## src/rtl/tmid_pkg.sv

```systemverilog
// shared types, widths and codes for the trimmed mean irrigation decider
// no dependencies
package tmid_pkg;

	localparam int MAX_SAMPLES = 256;

	localparam int TEMP_W = 12;
	localparam int HUM_W  = 10;
	localparam int SAL_W  = 11;
	localparam int STAT_W = 2;

	localparam int CNT_W   = $clog2(MAX_SAMPLES + 1);
	localparam int LOG_MAX = $clog2(MAX_SAMPLES);
	localparam int TSUM_W  = TEMP_W + LOG_MAX;
	localparam int HSUM_W  = HUM_W + LOG_MAX;
	localparam int SSUM_W  = SAL_W + LOG_MAX;
	localparam int DVSR_W  = LOG_MAX;
	localparam int DVND_W  = TSUM_W;
	localparam int ITER_W  = $clog2(DVND_W + 1);
	localparam int PROD_W  = TEMP_W + 1 + DVSR_W + 1;

	localparam int CFG_IDX_W  = 3;
	localparam int CFG_DATA_W = TEMP_W;

	localparam logic [CFG_IDX_W-1:0] REG_HUM_DRY  = 3'd0;
	localparam logic [CFG_IDX_W-1:0] REG_TEMP_HOT = 3'd1;
	localparam logic [CFG_IDX_W-1:0] REG_HUM_HOT  = 3'd2;
	localparam logic [CFG_IDX_W-1:0] REG_SAL_HIGH = 3'd3;
	localparam logic [CFG_IDX_W-1:0] REG_HUM_SAL  = 3'd4;

	localparam logic [HUM_W-1:0]  RST_HUM_DRY  = 10'd400;
	localparam logic [TEMP_W-1:0] RST_TEMP_HOT = 12'd300;
	localparam logic [HUM_W-1:0]  RST_HUM_HOT  = 10'd600;
	localparam logic [SAL_W-1:0]  RST_SAL_HIGH = 11'd250;
	localparam logic [HUM_W-1:0]  RST_HUM_SAL  = 10'd500;

	localparam logic [STAT_W-1:0] STAT_OK   = 2'd0;
	localparam logic [STAT_W-1:0] STAT_FEW  = 2'd1;
	localparam logic [STAT_W-1:0] STAT_DROP = 2'd2;

	typedef struct packed {
		logic signed [TEMP_W-1:0] temperature;
		logic [HUM_W-1:0]         humidity;
		logic [SAL_W-1:0]         salinity;
		logic                     last;
	} sample_t;

	typedef struct packed {
		logic signed [TEMP_W-1:0] mean_temperature;
		logic [HUM_W-1:0]         mean_humidity;
		logic [SAL_W-1:0]         mean_salinity;
		logic                     irrigate;
		logic [STAT_W-1:0]        status;
	} result_t;

	typedef struct packed {
		logic [HUM_W-1:0]         hum_dry;
		logic signed [TEMP_W-1:0] temp_hot;
		logic [HUM_W-1:0]         hum_hot;
		logic [SAL_W-1:0]         sal_high;
		logic [HUM_W-1:0]         hum_sal;
	} cfg_t;

	typedef struct packed {
		logic signed [TSUM_W-1:0] tsum;
		logic [HSUM_W-1:0]        hsum;
		logic [SSUM_W-1:0]        ssum;
		logic signed [TEMP_W-1:0] tmin;
		logic signed [TEMP_W-1:0] tmax;
		logic [HUM_W-1:0]         hmin;
		logic [HUM_W-1:0]         hmax;
		logic [SAL_W-1:0]         smin;
		logic [SAL_W-1:0]         smax;
		logic [CNT_W-1:0]         count;
		logic                     ovf;
	} acc_t;

	typedef struct packed {
		logic done;
		logic irrigate;
	} dec_t;

endpackage

```

## src/rtl/trimmed_mean_irrigation_decider.sv

```systemverilog
// trimmed mean irrigation decider, top level: config registers and sequencer
// a non-last word is taken while busy stays low, one word per cycle; on a last word
// S_LOAD snapshots the trimmed sums, the serial divider works the three channels in turn
// in S_DIV and S_OUT raises done once the decision is ready; too few samples skip S_DIV
// done is high for one cycle, cannot be held off; reset clears batch, sets default limits
// depends on tmid_pkg, tmid_acc, tmid_div, tmid_dec
module trimmed_mean_irrigation_decider import tmid_pkg::*; (
	input  logic                  clk,
	input  logic                  arst_n,
	input  logic                  start,
	output logic                  busy,
	input  sample_t               sample,
	output logic                  done,
	output result_t               result,
	input  logic                  cfg_we,
	input  logic [CFG_IDX_W-1:0]  cfg_index,
	input  logic [CFG_DATA_W-1:0] cfg_data
);

	localparam logic [1:0] S_IDLE = 2'd0;
	localparam logic [1:0] S_LOAD = 2'd1;
	localparam logic [1:0] S_DIV  = 2'd2;
	localparam logic [1:0] S_OUT  = 2'd3;

	localparam logic [1:0] CH_TEMP = 2'd0;
	localparam logic [1:0] CH_HUM  = 2'd1;
	localparam logic [1:0] CH_SAL  = 2'd2;

	logic [1:0]               state_q;
	logic [1:0]               chan_q;
	cfg_t                     cfg_q;
	acc_t                     acc;
	dec_t                     dec;
	logic                     accept;
	logic signed [TSUM_W-1:0] ts_c, ts_q;
	logic [HSUM_W-1:0]        hs_c, hs_q;
	logic [SSUM_W-1:0]        ss_c, ss_q;
	logic [CNT_W-1:0]         d_c;
	logic                     few_c;
	logic [DVSR_W-1:0]        dvsr_q;
	logic                     few_q, ovf_q;
	logic                     div_go_q, dec_go_q;
	logic                     div_done;
	logic [DVND_W-1:0]        div_quot;
	logic [DVND_W-1:0]        dividend;
	logic                     ts_neg;
	logic [TEMP_W-1:0]        qt_q;
	logic [HUM_W-1:0]         qh_q;
	logic [SAL_W-1:0]         qs_q;
	logic                     done_q;
	result_t                  result_q;

	assign accept = start && (state_q == S_IDLE);
	assign busy   = state_q != S_IDLE;
	assign done   = done_q;
	assign result = result_q;

	// trimmed sums
	assign ts_c  = acc.tsum - {{LOG_MAX{acc.tmin[TEMP_W-1]}}, acc.tmin}
		- {{LOG_MAX{acc.tmax[TEMP_W-1]}}, acc.tmax};
	assign hs_c  = acc.hsum - {{LOG_MAX{1'b0}}, acc.hmin} - {{LOG_MAX{1'b0}}, acc.hmax};
	assign ss_c  = acc.ssum - {{LOG_MAX{1'b0}}, acc.smin} - {{LOG_MAX{1'b0}}, acc.smax};
	assign d_c   = acc.count - CNT_W'(2);
	assign few_c = acc.count < CNT_W'(3);

	assign ts_neg = ts_q[TSUM_W-1];

	always_comb begin
		case (chan_q)
			CH_TEMP: dividend = ts_neg ? DVND_W'(-ts_q) : DVND_W'(ts_q);
			CH_HUM:  dividend = {{(DVND_W-HSUM_W){1'b0}}, hs_q};
			CH_SAL:  dividend = {{(DVND_W-SSUM_W){1'b0}}, ss_q};
			default: dividend = '0;
		endcase
	end

	tmid_acc u_acc (
		.clk    (clk),
		.arst_n (arst_n),
		.take   (accept),
		.clear  (state_q == S_LOAD),
		.sample (sample),
		.acc    (acc)
	);

	tmid_div u_div (
		.clk      (clk),
		.arst_n   (arst_n),
		.start    (div_go_q),
		.dividend (dividend),
		.divisor  (dvsr_q),
		.done     (div_done),
		.quotient (div_quot)
	);

	tmid_dec u_dec (
		.clk    (clk),
		.arst_n (arst_n),
		.start  (dec_go_q),
		.cfg    (cfg_q),
		.tsum   (ts_q),
		.hsum   (hs_q),
		.ssum   (ss_q),
		.dvsr   (dvsr_q),
		.dec    (dec)
	);

	always_ff @(posedge clk or negedge arst_n) begin
		if (!arst_n) begin
			cfg_q.hum_dry  <= RST_HUM_DRY;
			cfg_q.temp_hot <= RST_TEMP_HOT;
			cfg_q.hum_hot  <= RST_HUM_HOT;
			cfg_q.sal_high <= RST_SAL_HIGH;
			cfg_q.hum_sal  <= RST_HUM_SAL;
		end else if (cfg_we) begin
			unique case (cfg_index)
				REG_HUM_DRY:  cfg_q.hum_dry  <= cfg_data[HUM_W-1:0];
				REG_TEMP_HOT: cfg_q.temp_hot <= cfg_data[TEMP_W-1:0];
				REG_HUM_HOT:  cfg_q.hum_hot  <= cfg_data[HUM_W-1:0];
				REG_SAL_HIGH: cfg_q.sal_high <= cfg_data[SAL_W-1:0];
				REG_HUM_SAL:  cfg_q.hum_sal  <= cfg_data[HUM_W-1:0];
				default: ;
			endcase
		end
	end

	always_ff @(posedge clk or negedge arst_n) begin
		if (!arst_n) begin
			state_q  <= S_IDLE;
			chan_q   <= CH_TEMP;
			div_go_q <= 1'b0;
			dec_go_q <= 1'b0;
			done_q   <= 1'b0;
		end else begin
			div_go_q <= 1'b0;
			dec_go_q <= 1'b0;
			done_q   <= 1'b0;
			unique case (state_q)
				S_IDLE: begin
					if (accept && sample.last) state_q <= S_LOAD;
				end
				S_LOAD: begin
					chan_q   <= CH_TEMP;
					div_go_q <= !few_c;
					dec_go_q <= !few_c;
					state_q  <= few_c ? S_OUT : S_DIV;
				end
				S_DIV: begin
					if (div_done) begin
						if (chan_q == CH_SAL) begin
							state_q <= S_OUT;
						end else begin
							chan_q   <= chan_q + 1'b1;
							div_go_q <= 1'b1;
						end
					end
				end
				S_OUT: begin
					if (few_q || dec.done) begin
						done_q  <= 1'b1;
						state_q <= S_IDLE;
					end
				end
				default: state_q <= S_IDLE;
			endcase
		end
	end

	// batch snapshot, quotients and result word
	always_ff @(posedge clk) begin
		if (state_q == S_LOAD) begin
			ts_q   <= ts_c;
			hs_q   <= hs_c;
			ss_q   <= ss_c;
			dvsr_q <= d_c[DVSR_W-1:0];
			few_q  <= few_c;
			ovf_q  <= acc.ovf;
		end
		if (state_q == S_DIV && div_done) begin
			case (chan_q)
				CH_TEMP: qt_q <= div_quot[TEMP_W-1:0];
				CH_HUM:  qh_q <= div_quot[HUM_W-1:0];
				CH_SAL:  qs_q <= div_quot[SAL_W-1:0];
				default: ;
			endcase
		end
		if (state_q == S_OUT) begin
			if (few_q) begin
				result_q.mean_temperature <= '0;
				result_q.mean_humidity    <= '0;
				result_q.mean_salinity    <= '0;
				result_q.irrigate         <= 1'b0;
				result_q.status           <= STAT_FEW;
			end else begin
				result_q.mean_temperature <= ts_neg ? -qt_q : qt_q;
				result_q.mean_humidity    <= qh_q;
				result_q.mean_salinity    <= qs_q;
				result_q.irrigate         <= dec.irrigate;
				result_q.status           <= ovf_q ? STAT_DROP : STAT_OK;
			end
		end
	end

endmodule

```

## src/rtl/tmid_acc.sv

```systemverilog
// batch accumulator: per-channel sums, minimum, maximum, sample count
// depends on tmid_pkg
module tmid_acc import tmid_pkg::*; (
	input  logic    clk,
	input  logic    arst_n,
	input  logic    take,
	input  logic    clear,
	input  sample_t sample,
	output acc_t    acc
);

	acc_t acc_q;
	logic room;

	assign room = acc_q.count < CNT_W'(MAX_SAMPLES);
	assign acc  = acc_q;

	always_ff @(posedge clk or negedge arst_n) begin
		if (!arst_n) begin
			acc_q <= '0;
		end else if (clear) begin
			acc_q <= '0;
		end else if (take) begin
			if (!room) begin
				acc_q.ovf <= 1'b1;
			end else begin
				acc_q.count <= acc_q.count + 1'b1;
				acc_q.tsum  <= acc_q.tsum +
					{{LOG_MAX{sample.temperature[TEMP_W-1]}}, sample.temperature};
				acc_q.hsum  <= acc_q.hsum + {{LOG_MAX{1'b0}}, sample.humidity};
				acc_q.ssum  <= acc_q.ssum + {{LOG_MAX{1'b0}}, sample.salinity};
				if (acc_q.count == '0) begin
					acc_q.tmin <= sample.temperature;
					acc_q.tmax <= sample.temperature;
					acc_q.hmin <= sample.humidity;
					acc_q.hmax <= sample.humidity;
					acc_q.smin <= sample.salinity;
					acc_q.smax <= sample.salinity;
				end else begin
					if (sample.temperature < acc_q.tmin) acc_q.tmin <= sample.temperature;
					if (sample.temperature > acc_q.tmax) acc_q.tmax <= sample.temperature;
					if (sample.humidity < acc_q.hmin) acc_q.hmin <= sample.humidity;
					if (sample.humidity > acc_q.hmax) acc_q.hmax <= sample.humidity;
					if (sample.salinity < acc_q.smin) acc_q.smin <= sample.salinity;
					if (sample.salinity > acc_q.smax) acc_q.smax <= sample.salinity;
				end
			end
		end
	end

endmodule

```

## src/rtl/tmid_div.sv

```systemverilog
// serial restoring divider, one quotient bit per cycle, unsigned
// depends on tmid_pkg
module tmid_div import tmid_pkg::*; (
	input  logic              clk,
	input  logic              arst_n,
	input  logic              start,
	input  logic [DVND_W-1:0] dividend,
	input  logic [DVSR_W-1:0] divisor,
	output logic              done,
	output logic [DVND_W-1:0] quotient
);

	logic [DVND_W-1:0] dq_q;
	logic [DVSR_W-1:0] rem_q;
	logic [DVSR_W-1:0] dvsr_q;
	logic [ITER_W-1:0] iter_q;
	logic              run_q;
	logic              done_q;
	logic [DVSR_W:0]   trial;
	logic [DVSR_W:0]   diff;
	logic              fits;

	assign trial    = {rem_q, dq_q[DVND_W-1]};
	assign diff     = trial - {1'b0, dvsr_q};
	assign fits     = trial >= {1'b0, dvsr_q};
	assign done     = done_q;
	assign quotient = dq_q;

	always_ff @(posedge clk or negedge arst_n) begin
		if (!arst_n) begin
			dq_q   <= '0;
			rem_q  <= '0;
			dvsr_q <= '0;
			iter_q <= '0;
			run_q  <= 1'b0;
			done_q <= 1'b0;
		end else begin
			done_q <= 1'b0;
			if (start) begin
				dq_q   <= dividend;
				rem_q  <= '0;
				dvsr_q <= divisor;
				iter_q <= ITER_W'(DVND_W);
				run_q  <= 1'b1;
			end else if (run_q) begin
				dq_q   <= {dq_q[DVND_W-2:0], fits};
				rem_q  <= fits ? diff[DVSR_W-1:0] : trial[DVSR_W-1:0];
				iter_q <= iter_q - 1'b1;
				if (iter_q == ITER_W'(1)) begin
					run_q  <= 1'b0;
					done_q <= 1'b1;
				end
			end
		end
	end

endmodule

```

## src/rtl/tmid_dec.sv

```systemverilog
// irrigation decision: limit times divisor on one shared multiplier, then compare
// depends on tmid_pkg
module tmid_dec import tmid_pkg::*; (
	input  logic                     clk,
	input  logic                     arst_n,
	input  logic                     start,
	input  cfg_t                     cfg,
	input  logic signed [TSUM_W-1:0] tsum,
	input  logic [HSUM_W-1:0]        hsum,
	input  logic [SSUM_W-1:0]        ssum,
	input  logic [DVSR_W-1:0]        dvsr,
	output dec_t                     dec
);

	localparam logic [2:0] STEP_HDRY  = 3'd0;
	localparam logic [2:0] STEP_THOT  = 3'd1;
	localparam logic [2:0] STEP_HHOT  = 3'd2;
	localparam logic [2:0] STEP_SHIGH = 3'd3;
	localparam logic [2:0] STEP_HSAL  = 3'd4;

	logic                     run_q;
	logic [2:0]               step_q;
	logic                     pval_q;
	logic [2:0]               pstep_q;
	logic signed [PROD_W-1:0] prod_q;
	logic                     dry_q, hot_t_q, hot_h_q, sal_s_q, sal_h_q, done_q;
	logic signed [TEMP_W:0]   op_a;
	logic signed [DVSR_W:0]   op_b;
	logic signed [PROD_W-1:0] prod;
	logic signed [PROD_W-1:0] ts_x, hs_x, ss_x;

	assign op_b = {1'b0, dvsr};
	assign prod = op_a * op_b;
	assign ts_x = {{(PROD_W-TSUM_W){tsum[TSUM_W-1]}}, tsum};
	assign hs_x = {{(PROD_W-HSUM_W){1'b0}}, hsum};
	assign ss_x = {{(PROD_W-SSUM_W){1'b0}}, ssum};

	assign dec.done     = done_q;
	assign dec.irrigate = dry_q | (hot_t_q & hot_h_q) | (sal_s_q & sal_h_q);

	always_comb begin
		unique case (step_q)
			STEP_HDRY:  op_a = {{(TEMP_W+1-HUM_W){1'b0}}, cfg.hum_dry};
			STEP_THOT:  op_a = {cfg.temp_hot[TEMP_W-1], cfg.temp_hot};
			STEP_HHOT:  op_a = {{(TEMP_W+1-HUM_W){1'b0}}, cfg.hum_hot};
			STEP_SHIGH: op_a = {{(TEMP_W+1-SAL_W){1'b0}}, cfg.sal_high};
			STEP_HSAL:  op_a = {{(TEMP_W+1-HUM_W){1'b0}}, cfg.hum_sal};
			default:    op_a = '0;
		endcase
	end

	always_ff @(posedge clk or negedge arst_n) begin
		if (!arst_n) begin
			run_q   <= 1'b0;
			step_q  <= STEP_HDRY;
			pval_q  <= 1'b0;
			pstep_q <= STEP_HDRY;
			prod_q  <= '0;
			dry_q   <= 1'b0;
			hot_t_q <= 1'b0;
			hot_h_q <= 1'b0;
			sal_s_q <= 1'b0;
			sal_h_q <= 1'b0;
			done_q  <= 1'b0;
		end else begin
			pval_q  <= run_q;
			pstep_q <= step_q;
			prod_q  <= prod;
			if (start) begin
				run_q  <= 1'b1;
				step_q <= STEP_HDRY;
				done_q <= 1'b0;
			end else if (run_q) begin
				step_q <= step_q + 1'b1;
				if (step_q == STEP_HSAL) run_q <= 1'b0;
			end
			if (pval_q) begin
				unique case (pstep_q)
					STEP_HDRY:  dry_q   <= hs_x < prod_q;
					STEP_THOT:  hot_t_q <= ts_x > prod_q;
					STEP_HHOT:  hot_h_q <= hs_x < prod_q;
					STEP_SHIGH: sal_s_q <= ss_x > prod_q;
					STEP_HSAL: begin
						sal_h_q <= hs_x < prod_q;
						done_q  <= 1'b1;
					end
					default: ;
				endcase
			end
		end
	end

endmodule

```

## config.mk

```make
export PLATFORM = sky130hd
export DESIGN_NAME = trimmed_mean_irrigation_decider
export DESIGN_NICKNAME = d
export VERILOG_FILES = /design/src/rtl/tmid_pkg.sv /design/src/rtl/trimmed_mean_irrigation_decider.sv /design/src/rtl/tmid_acc.sv /design/src/rtl/tmid_div.sv /design/src/rtl/tmid_dec.sv
export SDC_FILE = /design/constraint.sdc
export NUM_CORES = 1
export LEC_CHECK = 0
export ABC_AREA = 1
export ABC_CLOCK_PERIOD_IN_PS = 5400
export BUFFER_PORTS_ARGS = -buffer_cell sky130_fd_sc_hd__buf_2
export CAP_MARGIN = 15
export CORE_ASPECT_RATIO = 0.6
export CORE_MARGIN = 2
export CORE_UTILIZATION = 45
export DETAILED_ROUTE_END_ITERATION = 8
export GPL_TIMING_DRIVEN = 1
export PLACE_DENSITY_LB_ADDON = 0.1
export RECOVER_POWER = 50
export SLEW_MARGIN = 20
export SYNTH_ARGS = -nofsm -noshare
export SYNTH_HDL_FRONTEND = slang
export SYNTH_SLANG_ARGS = --single-unit
```

## constraint.sdc

```tcl
create_clock -name clk -period 5.4 [get_ports clk]
set_input_delay 0 -clock clk [delete_from_list [all_inputs] [get_ports clk]]
set_output_delay 0 -clock clk [all_outputs]
set_load 0.02 [all_outputs]
```

# ---- Word-level counts from Yosys, hierarchy flattened
# Index checks and enable logic that the tools add are counted.
dict set report word_totals {
  ff_bits 408
  output_inout_bits 38
  word_cells 208
  in_bits 53
}
dict set report classes {
  n_bitwise 4
  n_mux 52
  n_reduce_logical 46
  n_mul 1
  add_sub_neg 17
  n_eq_ne 24
  order_cmp 12
}
# op count
set op_table {}
lappend op_table {{$mux 133} 2}
lappend op_table {{$mux 132} 1}
lappend op_table {{$mux 66} 1}
lappend op_table {{$pmux 13 s5} 1}
lappend op_table {{$mux 20} 3}
lappend op_table {{$pmux 20 s3} 1}
lappend op_table {{$gt 20x22->1} 2}
lappend op_table {{$sub 20x20->20} 2}
lappend op_table {{$sub 19x11->19} 2}
lappend op_table {{$mux 12} 3}
lappend op_table {{$sub 18x10->18} 2}
lappend op_table {{$reduce_and 2->1} 15}
lappend op_table {{$mux 8} 3}
lappend op_table {{$lt 19x22->1} 1}
lappend op_table {{$mul 13x9->22} 1}
lappend op_table {{$mux 11} 2}
lappend op_table {{$reduce_and 3->1} 7}
lappend op_table {{$add 20x20->20} 1}
lappend op_table {{$mux 10} 2}
lappend op_table {{$neg 20->20} 1}
lappend op_table {{$add 19x11->19} 1}
lappend op_table {{$mux 1} 19}
lappend op_table {{$add 18x10->18} 1}
lappend op_table {{$eq 3x2->1 const B} 6}
lappend op_table {{other kinds (40)} 76}

# ---- Longest topological paths before layout
# Gate-level depths: netlist of run 1.
dict set report logic_depth {
  ltp_word 6
  ltp_mapped 27
}

# ---- By module
# Synthesis of run 1 repeated with hierarchy kept, for this count alone.
dict set report unflattened {
  cells_unflattened 3783
  area_unflattened_um2 30560.6
}
# module cells_per_inst instances seq_area_each_um2 area_per_inst_um2
set by_module_without_submodules {}
lappend by_module_without_submodules {trimmed_mean_irrigation_decider 1300 1 5614.1 11840.1}
lappend by_module_without_submodules {tmid_acc 1290 1 3328.2 9462.8}
lappend by_module_without_submodules {tmid_dec 902 1 900.9 6890.4}
lappend by_module_without_submodules {tmid_div 291 1 1076.0 2367.3}

# ---- Worst setup path after synthesis of run 1
# No wires, ideal clock.
dict set report synth_path {
  path_kind {reg2reg}
  startpoint {register u_dec.step_q[0]}
  endpoint {register u_dec.prod_q[14]}
  required_ps 5283
  slack_ps 373
  arrival_ps 4910
  setup_time_ps 117
  path_stages_with_launch 24
  path_cell_list {dfrtp_1 ha_1 ha_1 clkbuf_1 a22o_1 a221oi_1 nand2_1 inv_1 nor2_1 fa_1 fa_1 inv_1 fa_1 fa_1 inv_1 ha_1 a21oi_1 o21ai_1 a21boi_0 o21ai_1 nand3_1 nand2_1 nand2_1 nand2_1}
}
dict set report synth_via {
  elab_chain_cells 3
}
# element line_no
set synth_lines {}
lappend synth_lines {{start, declared} tmid_dec.sv:22} ;# logic [2:0] step_q;
lappend synth_lines {{start signal, assigned} tmid_dec.sv:74} ;# step_q <= step_q + 1'b1;
lappend synth_lines {{$eq 3x3->1 (tied with other cells)} tmid_dec.sv:42} ;# unique case (step_q)
lappend synth_lines {{$pmux 13 s5 *} tmid_dec.sv:42}
lappend synth_lines {{$mul 13x9->22 *} tmid_dec.sv:33} ;# assign prod = op_a * op_b;
lappend synth_lines {{via u_dec.prod[14]} tmid_dec.sv:29} ;# logic signed [PROD_W-1:0] prod;
lappend synth_lines {{end signal, assigned} tmid_dec.sv:68} ;# prod_q <= prod;
lappend synth_lines {{end, declared} tmid_dec.sv:25} ;# logic signed [PROD_W-1:0] prod_q;
# Mark *: on every way through the listed nets, which the timed path passes. The rest lies on a longest branch.
# A chain may end at the register's enable or synchronous reset.

# ---- Worst setup path after layout of run 1
dict set report layout_path {
  startpoint {register u_dec.step_q[0]}
  endpoint {register u_dec.prod_q[21]}
}
# Same word-level chain as after synthesis.

==> run_results.csv, run 1 <==
group,metric,value,unit
run_status,run_status,"finished, violations left",
run_status,violations_in_the_final_reports,"max-capacitance violations, max-slew violations",
clock_network,cts_sinks,408,
die,die_footprint,0.0679,mm²
worst_setup_path,critical_path.slowest_cell,"fa_1",
grt,grt.met1_usage,39.5,%
detailed_routing,num_vias,23933,
detailed_routing,first_iter_violations,2047,
grt,global_route_wire_length_before_repair,125000,µm
sta,fin_setup_tns,0,ps
die,die_w,335,µm
yosys,mappedNetlistNets,4091,
yosys,synth_seq_cells,408,
sta,timing.final.crit_period,5220,ps
worst_setup_path,path_cells,"inv_2, ha_1, nand2_1, clkinvlp_4, buf_12, a221oi_1, and2_4, nor2_1, fa_1, inv_1, fa_1, inv_1, fa_1, inv_1, fa_1, inv_1, ha_4, a21oi_2, inv_1, o21ai_1, nand2_1, nand2_1, nand3_1, xnor2_1",
detailed_routing,drt_pass1_iterations,6,
clock_network,cts_tree,"yes",
clock_network,cts.htree.levels,2,
die,std_cell_rows,72,
sta,timing.fmax,0.192,GHz
die,initial_standard_cell_utilization_of_the_core,45.7,%
clock_network,clk_root_buffer_cell,"clkbuf_16",
yosys,yosysUniqueCellTypes,58,
yosys,async_reset_ff_share,66.7,%
die,core-area,0.0648,mm²
clock_network,cts-buffers-inserted,43,
worst_setup_path,critical_path.startpoint_type,"flip-flop",
final_layout,stdcell_area,0.0331,mm²
worst_setup_path,max_stage_delay,540,ps
sta,relSlewSlack,-158,%
yosys,post_synth_mux_area_share,0.0380,%
placed_design,portbufs,90,
yosys,synth-compound-area-share,10.1,%
yosys,synth_simple_gate_area_share,21.7,%
flow_run,drv.max_cap_violation_count,3,
placed_design,post-dp-hpwl,60700,µm
grt,track_usage,23.4,%
grt,grt_start_max_net_pins,148,
clock_network,clock_path_buffers,3,
yosys,synth-edff-count,136,
yosys,yosysWarnings,0,
worst_setup_path,worst_setup_path_end_kind,"flip-flop",
yosys,syn-instance-count,3630,
clock_network,clock_latency,610,ps
detailed_routing,postRouteAntennaNets,0,
grt,globalRoute.totalOverflow,0,
detailed_routing,detail_route.drc_violations,0,
final_layout,area_delta_synth_final,11.8,%
grt,grt-busiest-layer,"met1",
yosys,post_synth_fa_ha_maj_area_fraction,20.4,%
placed_design,postPlaceCellArea,0.0311,mm²
sta,finalMaxSlewViolations,275,
yosys,yosys_most_used_dff,"dfrtp_1",
worst_setup_path,highest_net_fanout_along_the_worst_path,7,
yosys,synthesis.area_per_instance,8.15,µm²
yosys,synth.cell_area,0.0296,mm²
yosys,synth_top_family_by_area,"simple AND/OR/NAND/NOR gates",
grt,grtUsageMet3,4.20,%
sta,timing.clock.skew,13.2,ps
hold_path,hold_class,"in2reg",
yosys,sequential_fraction_of_the_synthesis_area,36.9,%
placed_design,globalplace.congestion,0.931,
final_layout,post_route_cells_drive_above_1_share,6.39,%
sta,final.period_utilization,96.7,%
grt,grt_antenna_before_repair,0,
final_layout,layout.core_utilization,51.1,%
worst_setup_path,worst_path_most_repeated_cell,"inv_1",
worst_setup_path,criticalPathCategory,"reg2reg",
worst_setup_path,worstPathRequired,5870,ps
sta,worst_margin_slew,3870,ps
yosys,synth_xor_area_share,2.46,%
worst_setup_path,r2r_slack,180,ps
worst_setup_path,cp.buffers_inverters,8,
grt,global_route.usage.met2,30.5,%
die,ioPinCount,91,
detailed_routing,totalWireLength,78700,µm
worst_setup_path,critPathTopFamily,"adder cells",
detailed_routing,viasPerCell,5.13,
grt,number_of_global_route_vias_before_repair,21977,
detailed_routing,route.detailed.wl_per_inst,16.9,µm
final_layout,nNetsFinal,4244,
die,die_h,203,µm
sta,finalSetupViolations,0,
clock_network,cts.clk_slew.worst_paths,60,ps
worst_setup_path,cp_data_arrival_time,5690,ps
sta,final_hold_vio_count,0,
-- cells by family after synthesis --
| logic type | Yosys count |
|---|---|
| muxes | 1 |
| xor gates and xnor gates | 83 |
| DFF | 408 |
| adders and majority gates | 408 |
| and+or+nand+nor | 1556 |
| buffers and inverters | 649 |
| AOI/OAI and AO/OA | 525 |
-- synthesized netlist by cell type, drive strengths merged (3+ instances only) --
master	number	share of area [%]
fa	124	8.4
o21ai	212	3.6
edfxtp	136	14
and2	3	0.063
nor2	346	4.5
o211ai	17	0.43
o21a	12	0.30
a22o	18	0.53
nor3	34	0.59
o31ai	5	0.13
a21boi	5	0.14
or2	8	0.17
inv	569	7.2
o21bai	15	0.38
xnor2	29	0.86
nand3	251	4.3
dfstp	23	2.0
o22ai	6	0.13
a31oi	7	0.15
dfrtp	249	21
clkbuf	39	0.49
nand4	40	0.85
a21oi	196	3.3
a221oi	3	0.089
nand2	851	11
ha	284	12
nand3b	9	0.23
buf	39	0.67
nor4	10	0.21
a21o	15	0.38
xor2	54	1.6
-- metrics by stage --
stage          hold WS, ps  std cells  setup WS, ps
3_5_place_dp          3.48       4528          15.7
4_1_cts               18.9       4656          46.7
6_report               112       4669           180
3_3_place_gp          10.8       4528           124
2_1_floorplan         -296       3630           373
5_1_grt                127       4668         -87.4
-- cell type report --
class | instances | area (µm²)
flip-flops and latches | 408 | 10900
clock inverters | 21 | 200
fillers | 6174 | 31700
inverters | 571 | 2150
multi-input cells | 2573 | 16300
repair buffers | 185 | 1240
well taps | 851 | 1060
repair inverters | 1 | 7.51
clock buffers | 58 | 1170
diodes | 1 | 2.50
-- sequential cells by signal, summed over array words and instances (netlist names), 2 cells and up --
register        flops
u_dec.pstep_q       3
u_div.dvsr_q        8
u_div.iter_q        5
ss_q               19
chan_q              2
hs_q               18
u_div.rem_q         8
cfg_q              53
u_acc.acc         133
qs_q               11
u_dec.prod_q       22
qt_q               12
result             36
qh_q               10
dvsr_q              8
ts_q               20
u_dec.step_q        3
u_div.quotient     20
state_q             2
-- final timing paths --
kind,start,to,cells after the start
setup / recovery,u_dec.step_q[0]$_DFFE_PN0P_,u_dec.prod_q[21]$_DFF_PN0_,24
hold / removal,start,u_acc.acc[0]$_DFFE_PN0P_,4
setup reg to reg,u_dec.step_q[0]$_DFFE_PN0P_,u_dec.prod_q[21]$_DFF_PN0_,24
hold reg to reg,u_dec.run_q$_DFF_PN0_,u_dec.pval_q$_DFF_PN0_,0
max in group asynchronous,arst_n,cfg_q[9]$_DFFE_PN0P_,3
min in group asynchronous,arst_n,u_acc.acc[36]$_DFFE_PN0P_,3
-- worst reg2reg max path, delay by kind of cell, from the launching register on --
kind / cells / cell delay [ps]
adders and majority gates: 6 / 2490
AOI/OAI and AO/OA: 3 / 660
DFF: 1 / 410
buffers and inverters: 8 / 700
and+or+nand+nor: 6 / 670
xor gates and xnor gates: 1 / 150
-- metal layers --
metal / up-vias / routed length (µm)
met5: - / 0
met4: 0 / 819
met3: 54 / 5290
met2: 589 / 29000
met1: 11186 / 43500
li1: 12104 / -
-- placed cells by master, fill, tap and decap left out, types with 48 or more instances in the layout --
cell / count
dlygate4sd3_1: 48
ha_1: 279
nor2_1: 332
nand2_1: 848
buf_2: 51
a21oi_1: 189
inv_1: 559
nand3_1: 248
clkbuf_1: 52
edfxtp_1: 136
o21ai_0: 197
xor2_1: 54
fa_1: 123
dfrtp_1: 249
-- what timing repair did --
| action | 4_1_cts | 5_1_grt |
|---|---|---|
| endpoints found under the setup margin | 1 | 12 |
| hold endpoints to repair | 212 | 0 |
| setup buffers | 0 | 11 |
| gates cloned | 0 | 1 |
| pin swaps | 0 | 7 |
| resized for setup | 1 | 39 |
| hold buffers | 49 | 0 |
Power of run 1 is not shown: default switching activity piles up to over one toggle a cycle in this logic, so the estimate is an artifact.
==> inputs of run 2 (changes only) <==
--- a/config.mk
+++ b/config.mk
@@ -16,6 +16,7 @@
 export GPL_TIMING_DRIVEN = 1
 export PLACE_DENSITY_LB_ADDON = 0.1
 export RECOVER_POWER = 50
+export REMOVE_ABC_BUFFERS = 1
 export SLEW_MARGIN = 20
 export SYNTH_ARGS = -nofsm -noshare
 export SYNTH_HDL_FRONTEND = slang
==> run 2 against run 1 <==
Via count is 0.28% higher. Wire length rose by 0.73%. Cell count barely moved. Non-clock buffer count is 1 higher. First-iteration DRC count up 2.9%. Critical path type unchanged. Worst hold slack got worse by 17 ps. Die area unchanged. The run now ends clean. Utilization rose by 0.23 points. Setup slack better by 41 ps. Maximum frequency rose by 0.79%.
==> run_results.csv, run 2 (synthesized netlist as in run 1, its figures left out) <==
group,metric,value,unit
run_status,run_status,"finished, final reports clean",
die,initial_standard_cell_utilization_of_the_core,45.7,%
clock_network,cts.clk_slew.worst_paths,70,ps
final_layout,nNetsFinal,4244,
grt,grt_antenna_before_repair,1,
worst_setup_path,highest_net_fanout_along_the_worst_path,6,
sta,final.period_utilization,95.9,%
detailed_routing,num_vias,24001,
detailed_routing,drt_pass1_iterations,8,
final_layout,post_route_cells_drive_above_1_share,7.52,%
detailed_routing,totalWireLength,79200,µm
detailed_routing,first_iter_violations,2106,
sta,relSlewSlack,29.9,%
detailed_routing,viasPerCell,5.14,
die,ioPinCount,91,
clock_network,clock_path_buffers,3,
die,std_cell_rows,72,
final_layout,stdcell_area,0.0332,mm²
die,die_footprint,0.0679,mm²
worst_setup_path,worst_r2r_path_depth,23,
grt,grt_start_max_net_pins,102,
final_layout,largest_register_ffs,133,
sta,timing.final.crit_period,5180,ps
grt,globalRoute.totalOverflow,0,
detailed_routing,detail_route.drc_violations,0,
sta,final_hold_vio_count,0,
clock_network,cts.htree.levels,2,
final_layout,multi_input_area,0.0163,mm²
final_layout,area_delta_synth_final,12.3,%
worst_setup_path,criticalPathCategory,"reg2reg",
final_layout,mostFrequentLayoutCell,"nand2_1",
final_layout,layout.core_utilization,51.3,%
sta,rsz_0062_raised_after_global_routing,"true",
flow_run,drv.max_cap_violation_count,0,
final_layout,seqCellArea,0.0109,mm²
sta,finalSetupViolations,0,
clock_network,clock_latency,620,ps
placed_design,postPlaceCellArea,0.0311,mm²
hold_path,min_path_cells,4,
placed_design,portbufs,90,
clock_network,clk_root_buffer_cell,"clkbuf_16",
final_layout,mostFrequentLayoutCells,"847 x nand2_1, 559 x inv_1, 332 x nor2_1",
worst_setup_path,critical_path.startpoint_type,"flip-flop",
grt,track_usage,23.8,%
final_layout,num-fill-cells,6263,
sta,timing.fmax,0.193,GHz
die,core-area,0.0648,mm²
detailed_routing,postRouteAntennaNets,0,
worst_setup_path,worstPathRequired,5900,ps
clock_network,cts-buffers-inserted,43,
sta,finalMaxSlewViolations,0,
die,die_w,335,µm
placed_design,globalplace.congestion,0.960,
sta,timing.clock.skew,16.4,ps
detailed_routing,route.detailed.wl_per_inst,17.0,µm
sta,worst_margin_slew,1050,ps
die,die_h,203,µm
final_layout,insertedDiodeCount,0,
worst_setup_path,cp_data_arrival_time,5680,ps
grt,global_route_wire_length_before_repair,128000,µm
grt,number_of_global_route_vias_before_repair,22580,
placed_design,post-dp-hpwl,61000,µm
clock_network,cts_sinks,408,
clock_network,cts_tree,"yes",
hold_path,hold_class,"in2reg",
worst_setup_path,worst_setup_path_end_kind,"flip-flop",
[run 2: cell types whose count changed in the layout (fill, tap and decap cells not counted), sizes merged]
cell,delta
buf,+42
clkbuf,-40
inv,+2
dlygate4sd3,+1
diode,-1
clkinv,-7
[run 2: repair_timing]
action                                 in CTS  in global routing
hold buffers                               50                  0
buffers inserted                            0                  8
gates resized for setup                     0                 37
endpoints found under the hold margin     339                  0
setup endpoints to repair                   0                 13
[run 2: layer usage]
layer	vias to the layer above	wire length [µm]	part of all wire (%)	GRT usage, %
met5	-	162	0.20	1.70
met4	4	1130	1.4	4.50
met3	86	6120	7.7	5.00
met2	692	29200	37	30.6
met1	11110	42700	54	39.8
li1	12109	-	-	-
[run 2: area by class of cell]
type,instances,area share [%]
multi-input cells,2573,49.1
flip-flops and latches,408,32.8
inverters,571,6.47
repair buffers,186,4.12
clock buffers,60,3.74
well taps,851,3.20
clock inverters,17,0.527
[run 2: metrics by stage]
| step | hold slack (ps) | setup WS (ps) | std cells | TNS (ps) |
|---|---|---|---|---|
| after floorplan | -296 | 164 | 3552 | 0 |
| after global placement | -47.0 | 151 | 4530 | 0 |
| after detailed placement | -47.5 | 95.4 | 4531 | 0 |
| after CTS | 39.2 | 76.2 | 4658 | 0 |
| after global routing | 73.0 | -49.5 | 4666 | -152 |
| final | 95.3 | 221 | 4666 | 0 |
[run 2: worst paths after layout]
path,startpoint,to,slack [ps]
worst max-delay path,u_dec.step_q[0]$_DFFE_PN0P_,u_dec.prod_q[19]$_DFF_PN0_,220
worst min-delay path,start,u_acc.acc[0]$_DFFE_PN0P_,100
worst max register to register,u_dec.step_q[0]$_DFFE_PN0P_,u_dec.prod_q[19]$_DFF_PN0_,220
worst min register to register,u_dec.run_q$_DFF_PN0_,u_dec.pval_q$_DFF_PN0_,420
max in group asynchronous,arst_n,cfg_q[32]$_DFFE_PN0P_,4010
min in group asynchronous,arst_n,u_acc.acc[48]$_DFFE_PN0P_,530
[run 2: critical path: stages (launching register included)]
cell        delay (ps)
dfrtp_1            380
inv_1               90
ha_1               210
nand2_1            110
clkinvlp_4         190
buf_12             190
a221oi_1           280
and2_4             230
inv_2               50
nand2_1             90
fa_1               400
inv_1               90
fa_1               440
fa_1               540
inv_1               50
fa_1               520
inv_1               40
ha_1               350
nand2_1            120
nor2_1             210
nand3_1            140
nand3_2            130
a21oi_2             60
xor2_1             140
Power of run 2 is left out for the same reason.
